`config.mk`:
```
export PLATFORM = sky130hd
export DESIGN_NAME = rsp_packet_deframer_flat
export DESIGN_NICKNAME = d
export VERILOG_FILES = /design/src/sv/rsp_dfr_pkg.sv /design/src/sv/rsp_dfr_ifs.sv /design/src/sv/rsp_packet_deframer.sv /design/src/flat_wrapper.sv
export VERILOG_INCLUDE_DIRS = /design/src /design/src/sv
export SDC_FILE = /design/constraint.sdc
export NUM_CORES = 1
export LEC_CHECK = 0
export BUFFER_PORTS_ARGS = -buffer_cell sky130_fd_sc_hd__clkbuf_2
export CORE_UTILIZATION = 45
export CTS_CLUSTER_DIAMETER = 30
export CTS_CLUSTER_SIZE = 25
export DETAILED_ROUTE_END_ITERATION = 10
export PLACE_DENSITY = 0.68
export SYNTH_ARGS = -nofsm -noshare
export SYNTH_HDL_FRONTEND = slang
export SYNTH_SLANG_ARGS = --single-unit
export TNS_END_PERCENT = 1
```
`constraint.sdc`:
```
create_clock -name clk -period 6.73 [get_ports clk]
set_input_delay 0.3365 -clock clk [delete_from_list [all_inputs] [get_ports clk]]
set_output_delay 0.3365 -clock clk [all_outputs]
set_load 0.005 [all_outputs]
```
`src/sv/rsp_packet_deframer_macros.svh`:
```
// Assertion macros for the serial debug packet deframer.
// Depends on nothing; the including module must have clk and rst_n in scope.
`ifndef RSP_PACKET_DEFRAMER_MACROS_SVH
`define RSP_PACKET_DEFRAMER_MACROS_SVH

`ifndef SYNTHESIS

// antecedent holds in this cycle -> consequent holds in the same cycle
`define RSP_ASSERT_SAME(lbl, ante, cons) \
    lbl: assert property (@(posedge clk) disable iff (!rst_n) (ante) |-> (cons)) \
        else $error("rsp deframer assertion failed");

// antecedent holds in this cycle -> consequent holds in the next cycle
`define RSP_ASSERT_NEXT(lbl, ante, cons) \
    lbl: assert property (@(posedge clk) disable iff (!rst_n) (ante) |=> (cons)) \
        else $error("rsp deframer assertion failed");

`else

`define RSP_ASSERT_SAME(lbl, ante, cons)
`define RSP_ASSERT_NEXT(lbl, ante, cons)

`endif

`endif

```
`src/sv/rsp_dfr_pkg.sv`:
```
// Shared types and constants for the serial debug packet deframer.
// No dependencies; used by the channel interfaces and the top level.
`timescale 1ns / 1ps

package rsp_dfr_pkg;

    typedef logic [7:0] byte_t;
    typedef logic [9:0] count_t;
    typedef logic [1:0] kind_t;

    localparam kind_t KIND_PAYLOAD = 2'd0;
    localparam kind_t KIND_ACK     = 2'd1;
    localparam kind_t KIND_NACK    = 2'd2;

    localparam byte_t START_MARK = 8'h24;  // '$'
    localparam byte_t END_MARK   = 8'h23;  // '#'
    localparam byte_t ACK_CHAR   = 8'h2B;  // '+'
    localparam byte_t NACK_CHAR  = 8'h2D;  // '-'

    localparam count_t LIMIT_RESET = 10'd800;

endpackage

```
`src/sv/rsp_dfr_ifs.sv`:
```
// Valid/ready channel interfaces for the deframer: received bytes, results, config.
// Depends on rsp_dfr_pkg.
`timescale 1ns / 1ps

interface rsp_dfr_rx_if;
    logic                 valid;
    logic                 ready;
    rsp_dfr_pkg::byte_t   rx_byte;

    modport source (output valid, output rx_byte, input ready);
    modport sink   (input valid, input rx_byte, output ready);
endinterface

interface rsp_dfr_res_if;
    logic                 valid;
    logic                 ready;
    rsp_dfr_pkg::kind_t   kind;
    rsp_dfr_pkg::byte_t   payload_byte;
    rsp_dfr_pkg::byte_t   reply_char;
    rsp_dfr_pkg::count_t  payload_length;
    rsp_dfr_pkg::byte_t   computed_sum;
    rsp_dfr_pkg::byte_t   sent_sum;

    modport source (output valid, output kind, output payload_byte, output reply_char,
                    output payload_length, output computed_sum, output sent_sum,
                    input ready);
    modport sink   (input valid, input kind, input payload_byte, input reply_char,
                    input payload_length, input computed_sum, input sent_sum,
                    output ready);
endinterface

interface rsp_dfr_cfg_if;
    logic                 valid;
    logic                 ready;
    rsp_dfr_pkg::count_t  max_payload;

    modport source (output valid, output max_payload, input ready);
    modport sink   (input valid, input max_payload, output ready);
endinterface

```
`src/sv/rsp_packet_deframer.sv`:
```
// Serial debug packet deframer: '$' payload '#' hh framing with mod-256 checksum.
// Depends on rsp_dfr_pkg, rsp_dfr_ifs and rsp_packet_deframer_macros.svh.
//
// Usage:
//   rx  : one received byte per item. Bytes before '$' are dropped.
//   res : one item per payload byte (kind 0), and one verdict item (ack '+'
//         or nack '-') after the second checksum digit, carrying the payload
//         length, computed sum and sent sum. '#' and digits give no item.
//   cfg : writes max_payload (always ready); a payload of that many bytes or
//         more is rejected and the excess bytes are suppressed.
// Timing: a byte is taken into an input register and decoded against the
//   packet state there. Its result is written to the output register as the
//   byte leaves the input register and is offered on res from there. One byte
//   per cycle is sustained unless res stalls; the state update is the only loop.
// Reset: packet state clears to waiting-for-'$', max_payload returns to 800,
//   both pipeline registers empty.
// Stall: while res.ready is low and a result is held, the input register
//   holds its byte; rx.ready drops once that register is also occupied.
`timescale 1ns / 1ps
`include "rsp_packet_deframer_macros.svh"

module rsp_packet_deframer
(
    input  logic                 clk,
    input  logic                 rst_n,
    rsp_dfr_rx_if.sink           rx,
    rsp_dfr_res_if.source        res,
    rsp_dfr_cfg_if.sink          cfg
);

    localparam logic [1:0] PH_WAIT = 2'd0;
    localparam logic [1:0] PH_DATA = 2'd1;
    localparam logic [1:0] PH_HI   = 2'd2;
    localparam logic [1:0] PH_LO   = 2'd3;

    // {valid, value}
    function automatic logic [4:0] hex_decode(input rsp_dfr_pkg::byte_t c);
        logic [4:0] r;
        r = 5'd0;
        if (c >= 8'h30 && c <= 8'h39)
            r = {1'b1, 4'(c - 8'h30)};
        else if (c >= 8'h61 && c <= 8'h66)
            r = {1'b1, 4'(c - 8'h57)};
        else if (c >= 8'h41 && c <= 8'h46)
            r = {1'b1, 4'(c - 8'h37)};
        return r;
    endfunction

    // config
    rsp_dfr_pkg::count_t max_payload_reg;

    // input stage
    logic                stage_vld_reg;
    rsp_dfr_pkg::byte_t  stage_byte_reg;

    // packet state
    logic [1:0]          phase_reg, phase_next;
    rsp_dfr_pkg::byte_t  sum_reg, sum_next;
    rsp_dfr_pkg::count_t count_reg, count_next;
    logic [3:0]          hi_nib_reg, hi_nib_next;
    logic                bad_reg, bad_next;

    // output register
    logic                out_vld_reg;
    rsp_dfr_pkg::kind_t  out_kind_reg;
    rsp_dfr_pkg::byte_t  out_payload_reg;
    rsp_dfr_pkg::byte_t  out_reply_reg;
    rsp_dfr_pkg::count_t out_len_reg;
    rsp_dfr_pkg::byte_t  out_csum_reg;
    rsp_dfr_pkg::byte_t  out_ssum_reg;

    logic                adv;
    logic                stage_go;
    logic                rx_take;
    logic                has_res;
    rsp_dfr_pkg::kind_t  res_kind;
    rsp_dfr_pkg::byte_t  res_payload;
    rsp_dfr_pkg::byte_t  res_reply;
    rsp_dfr_pkg::count_t res_len;
    rsp_dfr_pkg::byte_t  res_csum;
    rsp_dfr_pkg::byte_t  res_ssum;
    logic [4:0]          hex;
    logic                below_limit;
    logic                bad_lo;
    rsp_dfr_pkg::byte_t  sent;
    logic                accept;

    assign adv      = !out_vld_reg || res.ready;
    assign stage_go = stage_vld_reg && adv;
    assign rx.ready = !stage_vld_reg || adv;
    assign rx_take  = rx.valid && rx.ready;
    assign cfg.ready = 1'b1;

    assign hex         = hex_decode(stage_byte_reg);
    assign below_limit = count_reg < max_payload_reg;
    assign bad_lo      = bad_reg || !hex[4];
    assign sent        = {hi_nib_reg, hex[3:0]};
    assign accept      = !bad_lo && below_limit && (sent == sum_reg);

    always_comb
    begin
        phase_next  = phase_reg;
        sum_next    = sum_reg;
        count_next  = count_reg;
        hi_nib_next = hi_nib_reg;
        bad_next    = bad_reg;
        has_res     = 1'b0;
        res_kind    = rsp_dfr_pkg::KIND_PAYLOAD;
        res_payload = '0;
        res_reply   = '0;
        res_len     = '0;
        res_csum    = '0;
        res_ssum    = '0;
        case (phase_reg)
            PH_WAIT:
            begin
                if (stage_byte_reg == rsp_dfr_pkg::START_MARK)
                    phase_next = PH_DATA;
            end
            PH_DATA:
            begin
                if (stage_byte_reg == rsp_dfr_pkg::END_MARK)
                    phase_next = PH_HI;
                else if (below_limit)
                begin
                    sum_next    = sum_reg + stage_byte_reg;
                    count_next  = count_reg + 10'd1;
                    has_res     = 1'b1;
                    res_payload = stage_byte_reg;
                end
                else
                    bad_next = 1'b1;
            end
            PH_HI:
            begin
                bad_next    = bad_reg || !hex[4];
                hi_nib_next = hex[3:0];
                phase_next  = PH_LO;
            end
            PH_LO:
            begin
                has_res     = 1'b1;
                res_kind    = accept ? rsp_dfr_pkg::KIND_ACK : rsp_dfr_pkg::KIND_NACK;
                res_reply   = accept ? rsp_dfr_pkg::ACK_CHAR : rsp_dfr_pkg::NACK_CHAR;
                res_len     = count_reg;
                res_csum    = sum_reg;
                res_ssum    = sent;
                phase_next  = PH_WAIT;
                sum_next    = '0;
                count_next  = '0;
                hi_nib_next = '0;
                bad_next    = 1'b0;
            end
            default:
            begin
                phase_next = PH_WAIT;
            end
        endcase
    end

    always_ff @(posedge clk or negedge rst_n)
    begin
        if (!rst_n)
        begin
            max_payload_reg <= rsp_dfr_pkg::LIMIT_RESET;
            stage_vld_reg   <= 1'b0;
            phase_reg       <= PH_WAIT;
            sum_reg         <= '0;
            count_reg       <= '0;
            hi_nib_reg      <= '0;
            bad_reg         <= 1'b0;
            out_vld_reg     <= 1'b0;
        end
        else
        begin
            if (cfg.valid)
                max_payload_reg <= cfg.max_payload;
            if (rx.ready)
                stage_vld_reg <= rx.valid;
            if (stage_go)
            begin
                phase_reg  <= phase_next;
                sum_reg    <= sum_next;
                count_reg  <= count_next;
                hi_nib_reg <= hi_nib_next;
                bad_reg    <= bad_next;
            end
            if (adv)
                out_vld_reg <= stage_go && has_res;
        end
    end

    always_ff @(posedge clk)
    begin
        if (rx_take)
            stage_byte_reg <= rx.rx_byte;
        if (stage_go && has_res)
        begin
            out_kind_reg    <= res_kind;
            out_payload_reg <= res_payload;
            out_reply_reg   <= res_reply;
            out_len_reg     <= res_len;
            out_csum_reg    <= res_csum;
            out_ssum_reg    <= res_ssum;
        end
    end

    assign res.valid          = out_vld_reg;
    assign res.kind           = out_kind_reg;
    assign res.payload_byte   = out_payload_reg;
    assign res.reply_char     = out_reply_reg;
    assign res.payload_length = out_len_reg;
    assign res.computed_sum   = out_csum_reg;
    assign res.sent_sum       = out_ssum_reg;

    // a verdict always leaves the packet state cleared
    `RSP_ASSERT_NEXT(a_verdict_clears, stage_go && phase_reg == PH_LO,
                     phase_reg == PH_WAIT && count_reg == '0 && sum_reg == '0 && !bad_reg)
    // an ack carries matching checksums
    `RSP_ASSERT_SAME(a_ack_sums_match, res.valid && res.kind == rsp_dfr_pkg::KIND_ACK,
                     res.sent_sum == res.computed_sum)
    // a byte blocked by a held result stays in the input register
    `RSP_ASSERT_NEXT(a_stage_holds, stage_vld_reg && !adv, stage_vld_reg && $stable(stage_byte_reg))

endmodule
```
`src/flat_wrapper.sv`:
```
// flat-port wrapper written by rule: the top's interface ports become plain ports
module rsp_packet_deframer_flat 
  (clk, rst_n, rx_valid, rx_rx_byte, rx_ready, res_valid, res_kind, res_payload_byte, res_reply_char, res_payload_length, res_computed_sum, res_sent_sum, res_ready, cfg_valid, cfg_max_payload, cfg_ready);
  rsp_dfr_rx_if rx_i ();
  rsp_dfr_res_if res_i ();
  rsp_dfr_cfg_if cfg_i ();
  input  logic clk;
  input  logic rst_n;
  input wire logic [$bits(rx_i.valid)-1:0] rx_valid;
  input wire logic [$bits(rx_i.rx_byte)-1:0] rx_rx_byte;
  output wire logic [$bits(rx_i.ready)-1:0] rx_ready;
  output wire logic [$bits(res_i.valid)-1:0] res_valid;
  output wire logic [$bits(res_i.kind)-1:0] res_kind;
  output wire logic [$bits(res_i.payload_byte)-1:0] res_payload_byte;
  output wire logic [$bits(res_i.reply_char)-1:0] res_reply_char;
  output wire logic [$bits(res_i.payload_length)-1:0] res_payload_length;
  output wire logic [$bits(res_i.computed_sum)-1:0] res_computed_sum;
  output wire logic [$bits(res_i.sent_sum)-1:0] res_sent_sum;
  input wire logic [$bits(res_i.ready)-1:0] res_ready;
  input wire logic [$bits(cfg_i.valid)-1:0] cfg_valid;
  input wire logic [$bits(cfg_i.max_payload)-1:0] cfg_max_payload;
  output wire logic [$bits(cfg_i.ready)-1:0] cfg_ready;
  assign rx_i.valid = rx_valid;
  assign rx_i.rx_byte = rx_rx_byte;
  assign rx_ready = rx_i.ready;
  assign res_valid = res_i.valid;
  assign res_kind = res_i.kind;
  assign res_payload_byte = res_i.payload_byte;
  assign res_reply_char = res_i.reply_char;
  assign res_payload_length = res_i.payload_length;
  assign res_computed_sum = res_i.computed_sum;
  assign res_sent_sum = res_i.sent_sum;
  assign res_i.ready = res_ready;
  assign cfg_i.valid = cfg_valid;
  assign cfg_i.max_payload = cfg_max_payload;
  assign cfg_ready = cfg_i.ready;
  rsp_packet_deframer u_core (.clk(clk), .rst_n(rst_n), .rx(rx_i), .res(res_i), .cfg(cfg_i));
endmodule
```
==> impl_metrics.py, run 1 <==
metrics = {
    "run_status": {
        "status": "complete, no violations",
    },
    "global_route": {
        "globalRouteTotalUtil_pct": 18.6,
        "grt_first_pass_wirelength_um": 14200,
        "antenna_found_initial": 0,
        "grt_overflow": 0,
        "grt_max_degree": 44,
        "grt_pass1_vias": 2923,
    },
    "floorplan": {
        "die-area_um2": 9930,
        "die_x_um": 99.7,
        "start_util_pct": 46.4,
        "num_rows": 35,
        "ios": 70,
        "core_um2": 9240,
        "die_h_um": 99.7,
    },
    "power_and_ir_drop": {
        "irDropWorstVdd_v": 0.000160,
        "comb_power_share_pct": 36.6,
        "p_switching_uw": 700,
        "swShare_pct": 37.3,
        "total_leakage_power_nw": 2.07,
        "clkPwrFrac_pct": 21.1,
        "seqPwrFrac_pct": 42.3,
        "power_density_nw_per_um2": 383,
        "p_int_mw": 1.17,
    },
    "detailed_routing": {
        "route.detailed.wl_per_inst_um": 15.0,
        "num_vias": 3074,
        "firstDrtPassIters": 4,
        "remaining_drc_errors": 0,
        "wirelength_um": 8720,
        "postRouteAntennaNets": 0,
        "vias_per_cell": 5.30,
        "drt_iter0_markers": 209,
    },
    "yosys": {
        "syn_area_per_cell_um2": 11.1,
        "syn_area_um2": 4290,
        "synthArstFlopShare_pct": 45.1,
        "synth_flop_cell": "edfxtp_1",
        "ys_seq_area_share_pct": 53.1,
        "yosys_warnings": 0,
        "netlist_instances": 387,
        "synth-edff-count": 45,
        "synth-seq-cells": 82,
        "yosysUniqueCellTypes": 60,
    },
    "setup_path": {
        "critPathArrivalTime_ns": 3.24,
        "crit_path_top_delay_cell": "a21boi_4",
        "crit_type": "flop to flop",
        "start_kind": "flop",
        "slowest_delay_ns": 0.89,
        "ff2ff_setup_slack_ns": 3.47,
        "path_buf_inv": 1,
        "endpoint_kind": "flop",
        "crit_chain": "inv_1, ha_1, a211o_1, a21oi_1, o31ai_1, a21o_1, a21boi_4",
        "ff2ff_path_depth": 7,
        "reg2reg_from": "u_core.max_payload_reg[5]",
        "cp_data_required_time_ns": 6.71,
        "cp_max_fo": 37,
        "path_delay_family": "compound AO/OA/AOI/OAI gates",
        "reg2reg_to": "u_core.res.payload_length[7]",
    },
    "clocking": {
        "numCtsBuffers": 9,
        "cts-root-buf": "clkbuf_8",
        "clock_path_buffers": 2,
        "cts.repair.resized": 0,
        "clk_latency_ns": 0.36,
        "htreeDepth": 3,
        "post-cts-setup-buffers": 0,
        "clk_pin_slew_ns": 0.08,
        "hold_buffers": 0,
        "cts.sinks": 82,
        "cts_tree": "built",
    },
    "sta": {
        "rsz0062_at_grt": "no",
        "relSlewSlack_pct": 23.5,
        "maxSlewViolCount": 0,
        "period_needed_ns": 3.26,
        "finalClockSkew_ns": 0.00608,
        "fin_tns_setup_ns": 0,
        "hold_viol": 0,
        "setup_viol": 0,
        "timing.fmax_mhz": 307,
        "worst_pin_slew_ns": 1.14,
        "finalCritPeriodShare_pct": 48.4,
    },
    "worst_hold_path": {
        "min_path_type": "primary input to asynchronous set/reset pin",
    },
    "final_layout": {
        "syn2layout_area_growth_pct": 14.0,
        "fin_nets": 495,
        "final_common_cell": "clkbuf_2",
        "n_fill_cell": 830,
        "diodes": 0,
        "final_area_um2": 4890,
        "drive_gt1_share_pct": 22.4,
        "mostFrequentLayoutCells": "clkbuf_2 (65), edfxtp_1 (45), o21ai_0 (36)",
    },
    "place": {
        "gp_congestion": 0.941,
        "placed_area_um2": 4680,
        "dp_hpwl_um": 6100,
        "io_buffers": 65,
    },
    "run": {
        "max_cap_viol_count": 0,
    },
}
-- routing by layer --
metal  wire length (um)  GRT usage [%]  share of wire [%]  up-vias
li1                   -              -                  -     1493
met1               4140           25.0                 48     1492
met2               4080           29.5                 47       73
met3                310           3.30                3.6       16
met4                187           8.48                2.1        0
met5                  0              0                  0        -
-- cells by family (layout without fill, tap and decap cells) --
kind of cell / after synthesis / count (layout) / synth area share [%]
XOR/XNOR: 14 / 14 / 2.86
AND/OR/NAND/NOR: 129 / 129 / 15.7
AO/OA/AOI/OAI: 91 / 91 / 15.0
other: 2 / 4 / 0.175
flip-flops: 82 / 82 / 53.1
multiplexers: 2 / 2 / 0.525
adder cells (fa/ha/maj): 26 / 26 / 7.76
buffers and inverters: 41 / 103 / 4.84
-- power groups by stage --
stage | clock [mW] | combinational (mW) | sequential [mW]
4_1_cts | 0.402 | 0.692 | 0.791
5_1_grt | 0.424 | 0.777 | 0.809
3_3_place_gp | 0 | 0.666 | 0.795
2_1_floorplan | 0 | 0.525 | 0.779
6_report | 0.395 | 0.687 | 0.793
3_5_place_dp | 0 | 0.686 | 0.801
-- how the worst max path moves through the flow --
stage                         startpoint  cells past startpoint                           end
6_report       u_core.max_payload_reg[5]                      7  u_core.res.payload_length[7]
3_3_place_gp   u_core.max_payload_reg[5]                      7  u_core.res.payload_length[3]
3_5_place_dp   u_core.max_payload_reg[5]                      7  u_core.res.payload_length[2]
2_1_floorplan  u_core.max_payload_reg[5]                      7    u_core.res.computed_sum[0]
5_1_grt        u_core.max_payload_reg[5]                      7  u_core.res.payload_length[8]
4_1_cts        u_core.max_payload_reg[5]                      7  u_core.res.payload_length[8]
-- per-stage QoR --
| step | power [mW] | setup slack [ns] | cells | hold slack (ns) | utilization [%] |
|---|---|---|---|---|---|
| after floorplan | 1.30 | 1.74 | 389 | 0.0409 | - |
| after global placement | 1.46 | 3.55 | 564 | 0.493 | 50.6 |
| after detailed placement | 1.49 | 3.45 | 564 | 0.507 | 50.6 |
| after CTS | 1.89 | 3.43 | 580 | 0.134 | 53.0 |
| after global routing | 2.01 | 3.23 | 580 | 0.131 | 53.0 |
| final | 1.87 | 3.47 | 580 | 0.114 | 53.0 |
-- cells in the mapped netlist, types with 2 or more instances --
cell type | count | area (um2)
conb_1 | 2 | 7.51
dfstp_2 | 3 | 78.8
a21o_1 | 4 | 30.0
buf_4 | 8 | 60.1
ha_1 | 25 | 313
nor4_1 | 3 | 18.8
xnor2_1 | 9 | 78.8
nand2_1 | 33 | 124
nor3_1 | 3 | 15.0
dfrtp_1 | 34 | 851
inv_1 | 21 | 78.8
nor2b_1 | 5 | 31.3
and3_1 | 3 | 18.8
or3_1 | 4 | 25.0
o211ai_2 | 4 | 50.1
a21oi_1 | 10 | 50.1
o21a_1 | 2 | 15.0
a211oi_1 | 2 | 15.0
nand3_1 | 15 | 75.1
nor2_1 | 22 | 82.6
o21ai_1 | 4 | 20.0
a211o_1 | 2 | 17.5
o211ai_1 | 2 | 15.0
edfxtp_1 | 45 | 1350
nand4_1 | 2 | 12.5
and2_1 | 28 | 175
nand2b_1 | 2 | 12.5
xor2_1 | 5 | 43.8
o31ai_1 | 5 | 37.5
clkbuf_1 | 10 | 37.5
o21bai_1 | 2 | 15.0
o21ai_0 | 36 | 180
or2_2 | 2 | 12.5
mux2_2 | 2 | 22.5
o221ai_2 | 3 | 45.0
-- area by class of cell --
cell class | count | area (um2) | share of cell area, %
sequential | 82 | 2280 | 46.6
multi-input combinational | 266 | 1820 | 37.2
timing repair buffer | 66 | 333 | 6.80
tap | 129 | 161 | 3.30
clock buffer | 10 | 128 | 2.61
clock inverter | 6 | 90.1 | 1.84
inverter | 21 | 78.8 | 1.61
Power figures use the tool's default switching activity.
==> run 2: changes to the inputs <==
PLACE_DENSITY = 0.7   (was 0.68)
clock period = 2.66 ns   (was 6.73 ns; I/O delays follow)
==> run 2 against run 1 <==
  * The run now ends with hold timing left
  * Sequential power rose to 2.5 times the previous value
  * Setup slack worse by 3.2 ns
  * Sequential cell count unchanged
  * Total power rose to 2.5 times the previous value
  * Register-to-register slack worse by 3.2 ns
  * Non-clock buffer count up 27
  * Cell area up 5.5%
  * Critical endpoint is now u_core.res.payload_length[4]
  * Largest power group unchanged
==> impl_metrics.py, run 2 (synthesized netlist as in run 1, its figures left out) <==
metrics = {
    "global_route": {
        "grt_overflow": 0,
        "antenna_found_initial": 0,
        "grt_pass1_vias": 2904,
        "globalRouteTotalUtil_pct": 18.6,
        "grt_first_pass_wirelength_um": 14300,
        "grt_max_degree": 43,
    },
    "setup_path": {
        "cp_max_fo": 37,
        "start_kind": "flop",
        "endpoint_kind": "flop",
        "critPathArrivalTime_ns": 2.45,
        "crit_type": "flop to flop",
        "cp_data_required_time_ns": 2.70,
    },
    "detailed_routing": {
        "vias_per_cell": 5.15,
        "drt_iter0_markers": 195,
        "remaining_drc_errors": 0,
        "route.detailed.wl_per_inst_um": 14.3,
        "postRouteAntennaNets": 0,
        "wirelength_um": 8660,
        "num_vias": 3128,
        "firstDrtPassIters": 5,
    },
    "final_layout": {
        "n_fill_cell": 793,
        "diodes": 0,
        "fin_util_pct": 55.9,
        "drive_gt1_share_pct": 24.5,
        "fin_nets": 522,
        "multi_input_area_um2": 1870,
        "final_common_cell": "clkbuf_2",
        "finalNonFillerCells": 607,
        "seqCellArea_um2": 2280,
        "syn2layout_area_growth_pct": 20.3,
        "mostFrequentLayoutCells": "clkbuf_2 (65), edfxtp_1 (45), o21ai_0 (36)",
    },
    "power_and_ir_drop": {
        "p_switching_mw": 1.79,
        "swShare_pct": 38.0,
        "seqPwrFrac_pct": 42.5,
        "comb_power_share_pct": 40.4,
        "irDropWorstVdd_v": 0.000340,
        "p_int_mw": 2.91,
        "power_mw": 4.70,
        "power_density_nw_per_um2": 910,
        "total_leakage_power_nw": 2.18,
        "clkPwrFrac_pct": 17.2,
    },
    "floorplan": {
        "die_h_um": 99.7,
        "die_x_um": 99.7,
        "core_um2": 9240,
        "start_util_pct": 46.4,
        "num_rows": 35,
        "die-area_um2": 9930,
        "ios": 70,
    },
    "sta": {
        "holdWs_ns": -0.00204,
        "maxSlewViolCount": 0,
        "finalCritPeriodShare_pct": 90.5,
        "setup_ws_ns": 0.252,
        "relSlewSlack_pct": 36.2,
        "finalClockSkew_ns": 0.0154,
        "rsz0062_at_grt": "no",
        "hold_viol": 1,
        "worst_pin_slew_ns": 0.958,
        "setup_viol": 0,
        "timing.fmax_mhz": 415,
        "period_needed_ns": 2.41,
    },
    "clocking": {
        "numCtsBuffers": 9,
        "cts.sinks": 82,
        "cts-root-buf": "clkbuf_8",
        "clk_latency_ns": 0.35,
        "htreeDepth": 3,
        "clock_path_buffers": 2,
        "cts_tree": "built",
        "clk_pin_slew_ns": 0.09,
    },
    "place": {
        "pre_cts_ws_ns": 0.252,
        "dp_hpwl_um": 6060,
        "io_buffers": 65,
        "gp_congestion": 0.894,
        "dp.cells": 574,
    },
    "worst_hold_path": {
        "min_path_type": "primary input to flop",
    },
    "run": {
        "max_cap_viol_count": 0,
    },
    "run_status": {
        "violations": "hold timing",
        "status": "finished, violations left",
    },
}
-- run 2: metrics by stage --
| stage | hold slack [ns] | setup TNS (ns) | cell area, um2 |
|---|---|---|---|
| final | -0.00204 | 0 | 5160 |
| after global routing | 0.00620 | 0 | 5160 |
| after CTS | 0.000803 | 0 | 5150 |
| after detailed placement | 0.312 | 0 | 4810 |
| after global placement | 0.312 | 0 | 4810 |
| after floorplan | -0.163 | -0.184 | 4350 |
-- run 2: routing by layer --
layer	up-vias	wire length, um	GRT usage [%]	share of wire, %
li1	1546	-	-	-
met1	1469	4080	26.7	47
met2	101	3960	27.9	46
met3	12	466	3.23	5.4
met4	0	152	7.58	1.8
met5	-	0	0	0
-- run 2: power groups by stage --
stage	logic, mW	registers (mW)	clock network (mW)
finish	1.90	2.00	0.807
global route	2.14	2.04	0.878
CTS	1.91	1.99	0.818
detailed placement	1.88	2.02	0
global placement	1.82	2.01	0
floorplan	1.37	1.96	0
-- run 2: layout make-up --
cell class	instances	share of cell area [%]
Tap cell	129	3.13
Sequential cell	82	44.2
Timing Repair Buffer	93	11.7
Clock buffer	10	2.67
Inverter	21	1.53
Clock inverter	6	0.630
Multi-Input combinational cell	266	36.2
-- run 2: repair_timing --
item / CTS / global route
buffers inserted: 0 / 0
endpoints found under the hold margin: 50 / 0
endpoints found under the setup margin: 0 / 2
resized for setup: 0 / 1
hold buffers: 17 / 0
-- run 2: final timing paths --
| path | from | end | slack (ns) | cells after the start |
|---|---|---|---|---|
| max | u_core.max_payload_reg[5] | u_core.res.payload_length[4] | 0.25 | 8 |
| min | cfg_max_payload[3] | u_core.max_payload_reg[3] | -0.002 | 3 |
| max reg2reg | u_core.max_payload_reg[5] | u_core.res.payload_length[4] | 0.25 | 8 |
| min reg2reg | u_core.max_payload_reg[0] | u_core.max_payload_reg[0] | 0.52 | 1 |
| max in group asynchronous | rst_n | u_core.phase_reg[1] | 1.60 | 2 |
| min in group asynchronous | rst_n | u_core.count_reg[0] | 0.46 | 2 |
-- run 2: worst max-delay path, stage by stage (launching register included) --
cell      delay (ns)
dfstp_2         0.54
inv_2           0.05
ha_4            0.23
a211o_1         0.26
a21oi_2         0.23
o31ai_2         0.13
a21o_1          0.25
a21boi_4        0.17
buf_12          0.22
